[config.mk]
export PLATFORM = sky130hd
export DESIGN_NAME = base64_stream_decoder
export DESIGN_NICKNAME = d
export VERILOG_FILES = /design/src/b64d_pkg.sv /design/src/b64d_front.sv /design/src/b64d_queue.sv /design/src/b64d_back.sv /design/src/base64_stream_decoder.sv
export SDC_FILE = /design/constraint.sdc
export NUM_CORES = 1
export LEC_CHECK = 0
export ABC_AREA = 1
export BUFFER_PORTS_ARGS = -buffer_cell sky130_fd_sc_hd__buf_2
export CORE_MARGIN = 1.5
export CORE_UTILIZATION = 56
export DETAILED_ROUTE_END_ITERATION = 8
export MAX_ROUTING_LAYER = met4
export PLACE_DENSITY = 0.85
export SLEW_MARGIN = 15
export SYNTH_ARGS = -nofsm -noshare
export SYNTH_HDL_FRONTEND = slang
export SYNTH_SLANG_ARGS = --single-unit
export TNS_END_PERCENT = 5
[constraint.sdc]
create_clock -name i_clk -period 2.9 [get_ports i_clk]
set_input_delay 0.145 -clock i_clk [delete_from_list [all_inputs] [get_ports i_clk]]
set_output_delay 0.145 -clock i_clk [all_outputs]
set_load 0.05 [all_outputs]
[src/b64d_pkg.sv]
`timescale 1ns / 1ps
// ----------------------------------------------------------------------------
// b64d_pkg
// Shared types, constants and helper functions of the base64 stream decoder.
// ----------------------------------------------------------------------------
package b64d_pkg;

    // Default depth of the record queue between front and back
    localparam int QUEUE_DEPTH_DEF = 4;

    // Alphabet bounds and special characters
    localparam logic [7:0] CH_UPPER_A = 8'h41;
    localparam logic [7:0] CH_UPPER_Z = 8'h5a;
    localparam logic [7:0] CH_LOWER_A = 8'h61;
    localparam logic [7:0] CH_LOWER_Z = 8'h7a;
    localparam logic [7:0] CH_DIGIT_0 = 8'h30;
    localparam logic [7:0] CH_DIGIT_9 = 8'h39;
    localparam logic [7:0] CH_PLUS    = 8'h2b;
    localparam logic [7:0] CH_SLASH   = 8'h2f;

    // Sextet offsets of the lower-case and digit ranges
    localparam logic [5:0] OFS_LOWER = 6'd26;
    localparam logic [5:0] OFS_DIGIT = 6'd52;
    localparam logic [5:0] SX_PLUS   = 6'd62;
    localparam logic [5:0] SX_SLASH  = 6'd63;

    // Byte counts of a record
    localparam logic [1:0] CNT_NONE = 2'd0;
    localparam logic [1:0] CNT_FULL = 2'd3;

    // Classified character
    typedef struct packed {
        logic       ok;
        logic [5:0] val;
    } t_sextet;

    // One queued record: up to three bytes of a group
    typedef struct packed {
        logic [2:0][7:0] bytes;
        logic [1:0]      count;
        logic            last;
    } t_record;

    // Map a character to its sextet; ok is low outside the alphabet
    function automatic t_sextet sextet_of(input logic [7:0] ch);
        t_sextet    r;
        logic [7:0] d;
        r.ok  = 1'b1;
        r.val = '0;
        d     = '0;
        if (ch >= CH_UPPER_A && ch <= CH_UPPER_Z) begin
            d     = ch - CH_UPPER_A;
            r.val = d[5:0];
        end else if (ch >= CH_LOWER_A && ch <= CH_LOWER_Z) begin
            d     = ch - CH_LOWER_A;
            r.val = d[5:0] + OFS_LOWER;
        end else if (ch >= CH_DIGIT_0 && ch <= CH_DIGIT_9) begin
            d     = ch - CH_DIGIT_0;
            r.val = d[5:0] + OFS_DIGIT;
        end else if (ch == CH_PLUS) begin
            r.val = SX_PLUS;
        end else if (ch == CH_SLASH) begin
            r.val = SX_SLASH;
        end else begin
            r.ok = 1'b0;
        end
        return r;
    endfunction

    // Three bytes from four sextets
    function automatic logic [2:0][7:0] group_bytes(input logic [5:0] s0,
                                                    input logic [5:0] s1,
                                                    input logic [5:0] s2,
                                                    input logic [5:0] s3);
        logic [2:0][7:0] b;
        b[0] = {s0, s1[5:4]};
        b[1] = {s1[3:0], s2[5:2]};
        b[2] = {s2[1:0], s3};
        return b;
    endfunction

endpackage

[src/b64d_front.sv]
`timescale 1ns / 1ps
// ----------------------------------------------------------------------------
// b64d_front
// Accepts characters, classifies them and builds per-group byte records.
// ----------------------------------------------------------------------------
module b64d_front (
    input  logic              i_clk,
    input  logic              i_rst_n,
    input  logic              i_accept,
    input  logic [7:0]        i_text_char,
    input  logic              i_final_char,
    output logic              o_push,
    output b64d_pkg::t_record o_record
);
    import b64d_pkg::*;

    logic [5:0] r_buf [3];
    logic [5:0] n_buf [3];
    logic [1:0] r_fill, n_fill;
    logic       r_stopped, n_stopped;
    logic       w_buf_we;
    t_sextet    w_sx;
    t_record    w_rec;

    assign w_sx = sextet_of(i_text_char);

    // Buffer with the current sextet merged in at the fill position
    always_comb begin
        for (int i = 0; i < 3; i++) begin
            n_buf[i] = (r_fill == i[1:0]) ? w_sx.val : r_buf[i];
        end
    end

    // Group state update and record build
    always_comb begin
        n_fill      = r_fill;
        n_stopped   = r_stopped;
        w_buf_we    = 1'b0;
        w_rec.count = CNT_NONE;
        w_rec.bytes = group_bytes(r_buf[0], r_buf[1], r_buf[2], w_sx.val);
        w_rec.last  = i_final_char;
        if (!r_stopped) begin
            if (!w_sx.ok) begin
                // terminator: flush partial group
                w_rec.count = (r_fill == CNT_NONE) ? CNT_NONE : r_fill - 2'd1;
                w_rec.bytes = group_bytes(r_buf[0], r_buf[1], r_buf[2], 6'd0);
                n_stopped   = 1'b1;
                n_fill      = '0;
            end else if (r_fill == CNT_FULL) begin
                w_rec.count = CNT_FULL;
                n_fill      = '0;
            end else begin
                w_buf_we = 1'b1;
                n_fill   = r_fill + 2'd1;
                if (i_final_char) begin
                    // end of message flushes the group including this sextet
                    w_rec.count = r_fill;
                    w_rec.bytes = group_bytes(n_buf[0], n_buf[1], n_buf[2], 6'd0);
                end
            end
        end
        if (i_final_char) begin
            n_fill    = '0;
            n_stopped = 1'b0;
        end
    end

    assign o_push   = i_accept && ((w_rec.count != CNT_NONE) || i_final_char);
    assign o_record = w_rec;

    // Control state
    always_ff @(posedge i_clk) begin
        if (!i_rst_n) begin
            r_fill    <= '0;
            r_stopped <= 1'b0;
        end else if (i_accept) begin
            r_fill    <= n_fill;
            r_stopped <= n_stopped;
        end
    end

    // Sextet buffer, payload only
    always_ff @(posedge i_clk) begin
        if (i_accept && w_buf_we) begin
            r_buf <= n_buf;
        end
    end

endmodule

[src/b64d_queue.sv]
`timescale 1ns / 1ps
// ----------------------------------------------------------------------------
// b64d_queue
// Small record FIFO that decouples the character front from the byte back.
// ----------------------------------------------------------------------------
module b64d_queue #(
    parameter int DEPTH = b64d_pkg::QUEUE_DEPTH_DEF
) (
    input  logic              i_clk,
    input  logic              i_rst_n,
    input  logic              i_push,
    input  b64d_pkg::t_record i_record,
    output logic              o_full,
    input  logic              i_pop,
    output logic              o_head_valid,
    output b64d_pkg::t_record o_head
);
    import b64d_pkg::*;

    localparam int PW = (DEPTH > 2) ? $clog2(DEPTH) : 1;
    localparam int CW = $clog2(DEPTH + 1);
    localparam logic [PW-1:0] LAST_PTR = PW'(DEPTH - 1);
    localparam logic [CW-1:0] FULL_CNT = CW'(DEPTH);

    t_record       r_mem [DEPTH];
    logic [PW-1:0] r_wr_ptr, r_rd_ptr;
    logic [CW-1:0] r_count;

    assign o_full       = (r_count == FULL_CNT);
    assign o_head_valid = (r_count != '0);
    assign o_head       = r_mem[r_rd_ptr];

    // Pointers and fill count
    always_ff @(posedge i_clk) begin
        if (!i_rst_n) begin
            r_wr_ptr <= '0;
            r_rd_ptr <= '0;
            r_count  <= '0;
        end else begin
            if (i_push) begin
                r_wr_ptr <= (r_wr_ptr == LAST_PTR) ? '0 : r_wr_ptr + 1'b1;
            end
            if (i_pop) begin
                r_rd_ptr <= (r_rd_ptr == LAST_PTR) ? '0 : r_rd_ptr + 1'b1;
            end
            if (i_push && !i_pop) begin
                r_count <= r_count + 1'b1;
            end else if (!i_push && i_pop) begin
                r_count <= r_count - 1'b1;
            end
        end
    end

    // Record storage
    always_ff @(posedge i_clk) begin
        if (i_push) begin
            r_mem[r_wr_ptr] <= i_record;
        end
    end

    a_no_overflow: assert property (@(posedge i_clk) disable iff (!i_rst_n)
        !(i_push && o_full))
        else $error("record pushed into full queue");

    a_no_underflow: assert property (@(posedge i_clk) disable iff (!i_rst_n)
        !(i_pop && !o_head_valid))
        else $error("record popped from empty queue");

    a_count_bound: assert property (@(posedge i_clk) disable iff (!i_rst_n)
        r_count <= FULL_CNT)
        else $error("queue count beyond depth");

endmodule

[src/b64d_back.sv]
`timescale 1ns / 1ps
// ----------------------------------------------------------------------------
// b64d_back
// Serializes queued records into output beats through an output register.
// ----------------------------------------------------------------------------
module b64d_back (
    input  logic              i_clk,
    input  logic              i_rst_n,
    input  logic              i_head_valid,
    input  b64d_pkg::t_record i_head,
    output logic              o_pop,
    output logic              o_out_valid,
    input  logic              i_out_ready,
    output logic [7:0]        o_out_byte,
    output logic              o_byte_present,
    output logic              o_message_end
);
    import b64d_pkg::*;

    logic [1:0] r_idx, n_idx;
    logic       r_valid;
    logic [7:0] r_byte, n_byte;
    logic       r_present, n_present;
    logic       r_end, n_end;
    logic       w_load;
    logic       w_last_beat;

    assign w_load      = i_head_valid && (!r_valid || i_out_ready);
    assign w_last_beat = (i_head.count == CNT_NONE) || (r_idx == i_head.count - 2'd1);

    // Next beat from the head record
    always_comb begin
        if (i_head.count == CNT_NONE) begin
            // empty end-of-message marker
            n_byte    = '0;
            n_present = 1'b0;
            n_end     = 1'b1;
        end else begin
            n_byte    = i_head.bytes[r_idx];
            n_present = 1'b1;
            n_end     = i_head.last && w_last_beat;
        end
        n_idx = w_last_beat ? 2'd0 : r_idx + 2'd1;
    end

    assign o_pop = w_load && w_last_beat;

    // Control state
    always_ff @(posedge i_clk) begin
        if (!i_rst_n) begin
            r_valid <= 1'b0;
            r_idx   <= '0;
        end else begin
            if (w_load) begin
                r_valid <= 1'b1;
                r_idx   <= n_idx;
            end else if (i_out_ready) begin
                r_valid <= 1'b0;
            end
        end
    end

    // Output payload
    always_ff @(posedge i_clk) begin
        if (w_load) begin
            r_byte    <= n_byte;
            r_present <= n_present;
            r_end     <= n_end;
        end
    end

    assign o_out_valid    = r_valid;
    assign o_out_byte     = r_byte;
    assign o_byte_present = r_present;
    assign o_message_end  = r_end;

    a_empty_is_end: assert property (@(posedge i_clk) disable iff (!i_rst_n)
        (r_valid && !r_present) |-> r_end)
        else $error("empty beat without message end");

    a_empty_rec_last: assert property (@(posedge i_clk) disable iff (!i_rst_n)
        (i_head_valid && i_head.count == CNT_NONE) |-> i_head.last)
        else $error("empty record that does not end a message");

    a_idx_in_rec: assert property (@(posedge i_clk) disable iff (!i_rst_n)
        (i_head_valid && i_head.count != CNT_NONE) |-> (r_idx < i_head.count))
        else $error("byte index beyond record");

endmodule

[src/base64_stream_decoder.sv]
`timescale 1ns / 1ps
// ----------------------------------------------------------------------------
// base64_stream_decoder
// Decodes standard-alphabet base64 text, one character per input beat.
// ----------------------------------------------------------------------------
// Usage:
//   Input channel (i_in_valid / o_in_ready) carries one character and a flag
//   that marks the last character of a message. Output channel (o_out_valid /
//   i_out_ready) carries one decoded byte per beat; o_message_end marks the
//   last beat of a message, and a message that yields no byte gives one beat
//   with o_byte_present low.
//   Throughput: one character per cycle while the queue has room. A complete
//   group of four characters gives three output beats, drained one per cycle
//   by the back serializer while the receiver is ready. The first byte of a
//   record is registered in the queue, then in the output register.
//   When the receiver stalls, the output register holds its beat and the
//   record queue (QUEUE_DEPTH records) absorbs further groups; o_in_ready
//   drops only when the queue is full.
//   Reset clears group state, queue and output register; the block accepts
//   characters in the first cycle after reset.
// ----------------------------------------------------------------------------
module base64_stream_decoder #(
    parameter int QUEUE_DEPTH = b64d_pkg::QUEUE_DEPTH_DEF
) (
    input  logic       i_clk,
    input  logic       i_rst_n,
    input  logic       i_in_valid,
    output logic       o_in_ready,
    input  logic [7:0] i_text_char,
    input  logic       i_final_char,
    output logic       o_out_valid,
    input  logic       i_out_ready,
    output logic [7:0] o_out_byte,
    output logic       o_byte_present,
    output logic       o_message_end
);
    import b64d_pkg::*;

    logic    w_accept;
    logic    w_push;
    t_record w_push_rec;
    logic    w_full;
    logic    w_pop;
    logic    w_head_valid;
    t_record w_head;

    assign o_in_ready = !w_full;
    assign w_accept   = i_in_valid && !w_full;

    // Character front
    b64d_front u_front (
        .i_clk        (i_clk),
        .i_rst_n      (i_rst_n),
        .i_accept     (w_accept),
        .i_text_char  (i_text_char),
        .i_final_char (i_final_char),
        .o_push       (w_push),
        .o_record     (w_push_rec)
    );

    // Record queue
    b64d_queue #(
        .DEPTH (QUEUE_DEPTH)
    ) u_queue (
        .i_clk        (i_clk),
        .i_rst_n      (i_rst_n),
        .i_push       (w_push),
        .i_record     (w_push_rec),
        .o_full       (w_full),
        .i_pop        (w_pop),
        .o_head_valid (w_head_valid),
        .o_head       (w_head)
    );

    // Byte back
    b64d_back u_back (
        .i_clk          (i_clk),
        .i_rst_n        (i_rst_n),
        .i_head_valid   (w_head_valid),
        .i_head         (w_head),
        .o_pop          (w_pop),
        .o_out_valid    (o_out_valid),
        .i_out_ready    (i_out_ready),
        .o_out_byte     (o_out_byte),
        .o_byte_present (o_byte_present),
        .o_message_end  (o_message_end)
    );

endmodule
Yosys cells after proc, flatten, opt, wreduce, memory -nomap -nowiden
Memories as Yosys holds them, arrays and structs flattened. A register that Yosys moved wholly into a read port is not among the register bits.
Index checks and enable logic that the tools add are counted.
{"block": "classes", "eq_ne": 10, "n_reduce_logical": 25, "order_cmp": 7, "addsub": 13, "muxes": 43}
{"cell": "two-way mux 26 bit", "n": 3}
{"cell": "two-way mux 6 bit", "n": 8}
{"cell": "two-way mux 24 bit", "n": 1}
{"cell": "two-way mux 2 bit", "n": 11}
{"cell": "binary-select mux 8 bit (select 2 bit)", "n": 1}
{"cell": "== test 8 x 6 -> 1 bit (second input constant)", "n": 2}
{"cell": "greater-or-equal comparator 8 x 7 -> 1 bit (second input constant)", "n": 2}
{"cell": "<= comparator 8 x 7 -> 1 bit (second input constant)", "n": 2}
{"cell": "two-way mux 1 bit", "n": 16}
{"cell": "subtractor 6 bit (second input constant)", "n": 2}
{"cell": "logical AND 1 bit", "n": 11}
{"cell": "adder 2 x 1 -> 2 bit (second input constant)", "n": 4}
{"cell": "== test 2 bit (second input constant)", "n": 4}
{"cell": "greater-or-equal comparator 8 x 6 -> 1 bit (second input constant)", "n": 1}
{"cell": "<= comparator 8 x 6 -> 1 bit (second input constant)", "n": 1}
{"cell": "two-way mux 8 bit", "n": 1}
{"cell": "adder 6 x 5 -> 6 bit (second input constant)", "n": 1}
{"cell": "adder 6 bit (second input constant)", "n": 1}
{"cell": "two-way mux 3 bit", "n": 2}
{"cell": "nonzero test 2 bit", "n": 3}
{"cell": "subtractor 6 x 1 -> 6 bit (second input constant)", "n": 1}
{"cell": "zero test 1 bit", "n": 4}
{"cell": "zero test 2 bit", "n": 2}
{"cell": "subtractor 2 x 1 -> 2 bit (second input constant)", "n": 2}
{"cell": "10 further kinds", "n": 12}
{"block": "totals", "memories": 1, "ram_bits": 108, "elab_cells": 112, "in_bits": 13, "register_bits": 41}
{"memory": "u_queue.r_mem", "words": 4, "width": 27, "read_ports": 1, "rd_ports_with_merged_regs": 1, "wr": 1, "line": "b64d_queue.sv:25", "text": "t_record r_mem [DEPTH];"}

Depth between registers and ports, before layout
{"block": "depth", "word_depth": 18, "depth_mapped": 23}

By module
A second synthesis with hierarchy kept.
{"block": "hier_totals", "hier_cells": 704, "hier_area_um2": 7403.4}
{"module": "b64d_queue", "seq_area_each_um2": 3423.3, "cells_per_inst": 321, "area_each_um2": 4513.1, "n_inst": 1}
{"module": "b64d_front", "seq_area_each_um2": 600.6, "cells_per_inst": 293, "area_each_um2": 2163.3, "n_inst": 1}
{"module": "b64d_back", "seq_area_each_um2": 360.3, "cells_per_inst": 87, "area_each_um2": 713.2, "n_inst": 1}
{"module": "base64_stream_decoder", "seq_area_each_um2": 0.0, "cells_per_inst": 3, "area_each_um2": 13.8, "n_inst": 1}

Worst setup path before layout
No wires, ideal clock.
{"block": "synth_path", "path_kind": "input port to flip-flop", "from": "in i_text_char[3]", "to": "mem u_queue.r_mem[3][0] in the netlist's numbering, enable pin", "n_path_buf": 1, "path_stages": 14, "t_arrival_ns": 2.680, "setup_slack_ns": -0.191, "t_required_ns": 2.489, "path_cell_list": "buf_2 > inv_1 > ha_1 > nand2_1 > nand2_1 > o21ai_0 > nand2_1 > nand2_4 > nand3_4 > nand2_1 > nand3_1 > nand3_1 > nand2_2 > nor2_1"}
{"block": "synth_between", "elab_chain_cells": 13, "elab_cells_between_ends": 23, "classes_between": "6 x order compare; 2 x eq/ne; 9 x mux; 6 x reduce/logical"}
{"element": "start, declared", "line": "base64_stream_decoder.sv:29", "text": "input logic [7:0] i_text_char,"}
{"element": "parallel branches: the longest is 5 deep, another holds greater-or-equal comparator 8 x 6 -> 1 bit"}
{"element": "two-way mux 1 bit (*)", "line": "b64d_pkg.sv:51", "text": "if (ch >= CH_UPPER_A && ch <= CH_UPPER_Z) begin"}
{"element": "two-way mux 26 bit (*)", "line": "b64d_front.sv:43", "text": "if (!w_sx.ok) begin"}
{"element": "two-way mux 26 bit (*)", "line": "b64d_front.sv:42", "text": "if (!r_stopped) begin"}
{"element": "nonzero test 2 bit (*)", "line": "b64d_front.sv:68", "text": "assign o_push = i_accept && ((w_rec.count != CNT_NONE) || i_final_char);"}
{"element": "logical OR 1 bit (*)", "line": "b64d_front.sv:68"}
{"element": "logical AND 1 bit (*)", "line": "b64d_front.sv:68"}
{"element": "two-way mux 1 bit (*)", "line": "b64d_queue.sv:56", "text": "if (i_push) begin"}
{"element": "two-way mux 1 bit (implied by the code) (*)", "line": "b64d_queue.sv:57", "text": "r_mem[r_wr_ptr] <= i_record;"}
{"element": "end, declared", "line": "b64d_queue.sv:25"}
Every way passes the cells marked *.

==> results.toml <==
[timing]
final_hold_viol_count = 0
fin_crit_sh = 0.9321
rsz0062_at_grt = "false"
max_slew_margin = 0.5612
period_needed_ps = 2703
setup_viol = 0
clock_skew_ps = 9.388
whs_ps = 66.51
fin_ws_ps = 196.8
slew_viol_final = 0
max_freq_mhz = 369.9
tightest_slew_ps = 655.8

[clocking]
cts_tree = "built"
clk_pin_slew_ps = 60
clock_latency_ps = 420
hold_buffers = 0
clock-sinks = 151
clockBufferDepth = 2
root_buffer = "clkbuf_16"
numCtsBuffers = 17
htreeDepth = 4

[global_route]
gr-total-overflow = 0
antenna_found_initial = 0
grt_max_degree = 51
grt.total_usage = 0.2610
grt_pass1_vias = 4920
grt_pass1_wl_um = 24950

[setup_path]
endpoint = "u_queue.r_count[2]"
crit_top_cell = "nand2_1"
cpPeakStageDelay_ps = 380
cp-end-kind = "flip-flop"
r2r_slack_ps = 200
crit_family = "adder cells"
path_max_fanout = 6
startpoint_type = "flip-flop"
rr_endpoint = "u_queue.r_count[2]"
reg2reg_depth = 15
required_ps = 3250
crit_slowest_cell = "fa_1"
crit_chain = "o21ai_0, o22a_1, ha_2, xor2_1, nand2_1, nand2_1, nand2_2, ha_1, inv_1, fa_1, nor2_1, nor2_1, nand2_1, o21ai_0, a21oi_1"
crit_arrival_ps = 3050
critical_path_class = "reg2reg"
crit_buf_inv = 1
crit_cells = 15

[yosys]
ys_ff_latch = 151
synth_edf_count = 136
synth_area_um2 = 7038
ys_async_sr_fraction = 0
ys_seq_area_frac = 0.6229
netlist-cell-type-count = 35
ys.flop_type = "edfxtp_1"
synthCells = 678
syn_area_per_cell_um2 = 10.38
yosysWarnings = 0
syn_nets = 713

[power]
clockPowerShare = 0.309
vdd_drop_max_mv = 0.5018
power.density_nw_per_um2 = 880.7
power.total_w = 0.007071
switching_share = 0.3353
leakagePower_nw = 3.123
p_sw_w = 0.002371
pwr-share-seq = 0.410
internal-power_w = 0.004700
p_comb_frac = 0.281

[floorplanning]
dieArea_um2 = 13250
fp.dieH_um = 115.1
start_util = 0.5811
core-area_um2 = 12110
rows = 40
ios = 25
die_x_um = 115.1

[route]
top_layer = "met4"
avgViaCountPerCell = 5.853
wl_met1_um = 6328
first_pass_iters = 5
wl_um = 16130
drc = 0
wl_met3_um = 1308
routed-wl-met2_um = 8129
vias = 5215
first_iter_violations = 639
ant_nets = 0
wl_per_cell_um = 18.10

[final_layout]
design_area_um2 = 8029
diodes = 0
nNetsFinal = 745
drive_gt1_frac = 0.1286
area.growth.synth_to_final_pct = 14.08
fin_util = 0.6629

[min_path]
min_path_type = "in2reg"

[placed_design]
gp_congestion = 0.8751
hpwl_um = 10080
placed_cell_area_um2 = 7416
pre_cts_slack_ps = 13.64
port_buffers = 24

[flow_run]
drv_cap = 0

[run_status]
outcome = "completed"
-- through the flow --
stage | std cells | TNS (ps)
after floorplan | 678 | -20610
after global placement | 859 | 0
after detailed placement | 859 | 0
after CTS | 891 | 0
after global routing | 891 | 0
final | 891 | 0
-- state kept, by name, indices dropped and copies added, names as in the netlist, 2 cells and up, named ones only --
signal	flops
u_back.o_out_byte	8
u_queue.r_count	3
u_back.r_idx	2
u_queue.r_wr_ptr	2
u_front.r_fill	2
u_queue.r_rd_ptr	2
u_front.r_buf	18
u_queue.r_mem	108
-- worst min-delay path: cells and delay by family --
family / cells / cell delay (ps)
buffers and inverters: 2 / 110
AND/OR/NAND/NOR: 1 / 40
AO/OA/AOI/OAI: 1 / 140
-- synth_stat cells (14+ instances only) --
library cell,n,area share
o21ai_0,89,0.063
nand2_1,112,0.060
o221ai_1,14,0.017
edfxtp_1,136,0.58
clkbuf_1,17,0.0091
dfxtp_1,15,0.043
nor2_1,85,0.045
a21oi_1,20,0.014
inv_1,64,0.034
ha_1,21,0.037
nand3_1,25,0.018
-- repair_timing --
item                       in CTS  in global routing
setup endpoints to repair       0                  2
setup buffers                   0                  0
resized for setup               0                  5
-- worst min-delay path by stage --
stage,startpoint,to,slack (ps),cells after the start
finish,i_out_ready,u_back.o_out_valid,70,4
floorplan,i_final_char,u_queue.r_mem[0][0],240,0
global placement,i_final_char,u_queue.r_mem[0][0],460,1
CTS,i_final_char,u_queue.r_mem[0][0],40,1
detailed placement,i_final_char,u_queue.r_mem[0][0],470,1
global route,i_final_char,u_queue.r_mem[0][0],60,1
-- metal layers --
layer  global-route usage  vias up
li1                     -     2417
met5                    -        -
met4              0.09877        0
met2               0.4302      299
met1               0.3172     2463
met3              0.05693       36
-- power groups by stage --
stage / clock (W) / combinational, W / sequential (W)
global route: 0.00227 / 0.00215 / 0.00293
detailed placement: 0 / 0.00192 / 0.00294
global placement: 0 / 0.00183 / 0.00292
CTS: 0.00219 / 0.00196 / 0.00290
floorplan: 0 / 0.00107 / 0.00321
finish: 0.00218 / 0.00199 / 0.00290
-- placed cells by master, fill, tap and decap left out, drive strengths merged, types with 10 or more instances in the layout --
cell      n
inv      73
xor2     10
nor2     85
nand2   119
o22ai    11
a21oi    20
edfxtp  136
o21ai   101
ha       21
dfxtp    15
clkbuf   27
buf      39
nand3    26
o221ai   14
-- cell families (layout without fill, tap and decap cells) --
group                    Yosys count  after routing  share of synthesized area
AND/OR/NAND/NOR                  240            240                     0.1417
AO/OA/AOI/OAI                    157            157                     0.1259
flip-flops                       151            151                     0.6229
buffers and inverters             98            143                    0.05689
adder cells (fa/ha/maj)           22             22                    0.04018
XOR/XNOR                          10             10                    0.01244
-- layout make-up --
| type | count | area [um2] |
|---|---|---|
| Clock inverter | 5 | 26.28 |
| Clock buffer | 27 | 578.1 |
| Fill cell | 857 | 4083 |
| Tap cell | 168 | 210.2 |
| Sequential cell | 151 | 4385 |
| Multi-Input combinational cell | 429 | 2276 |
| Inverter | 72 | 270.3 |
| Timing Repair Buffer | 39 | 282.8 |
(Power assumes the default switching activity.)
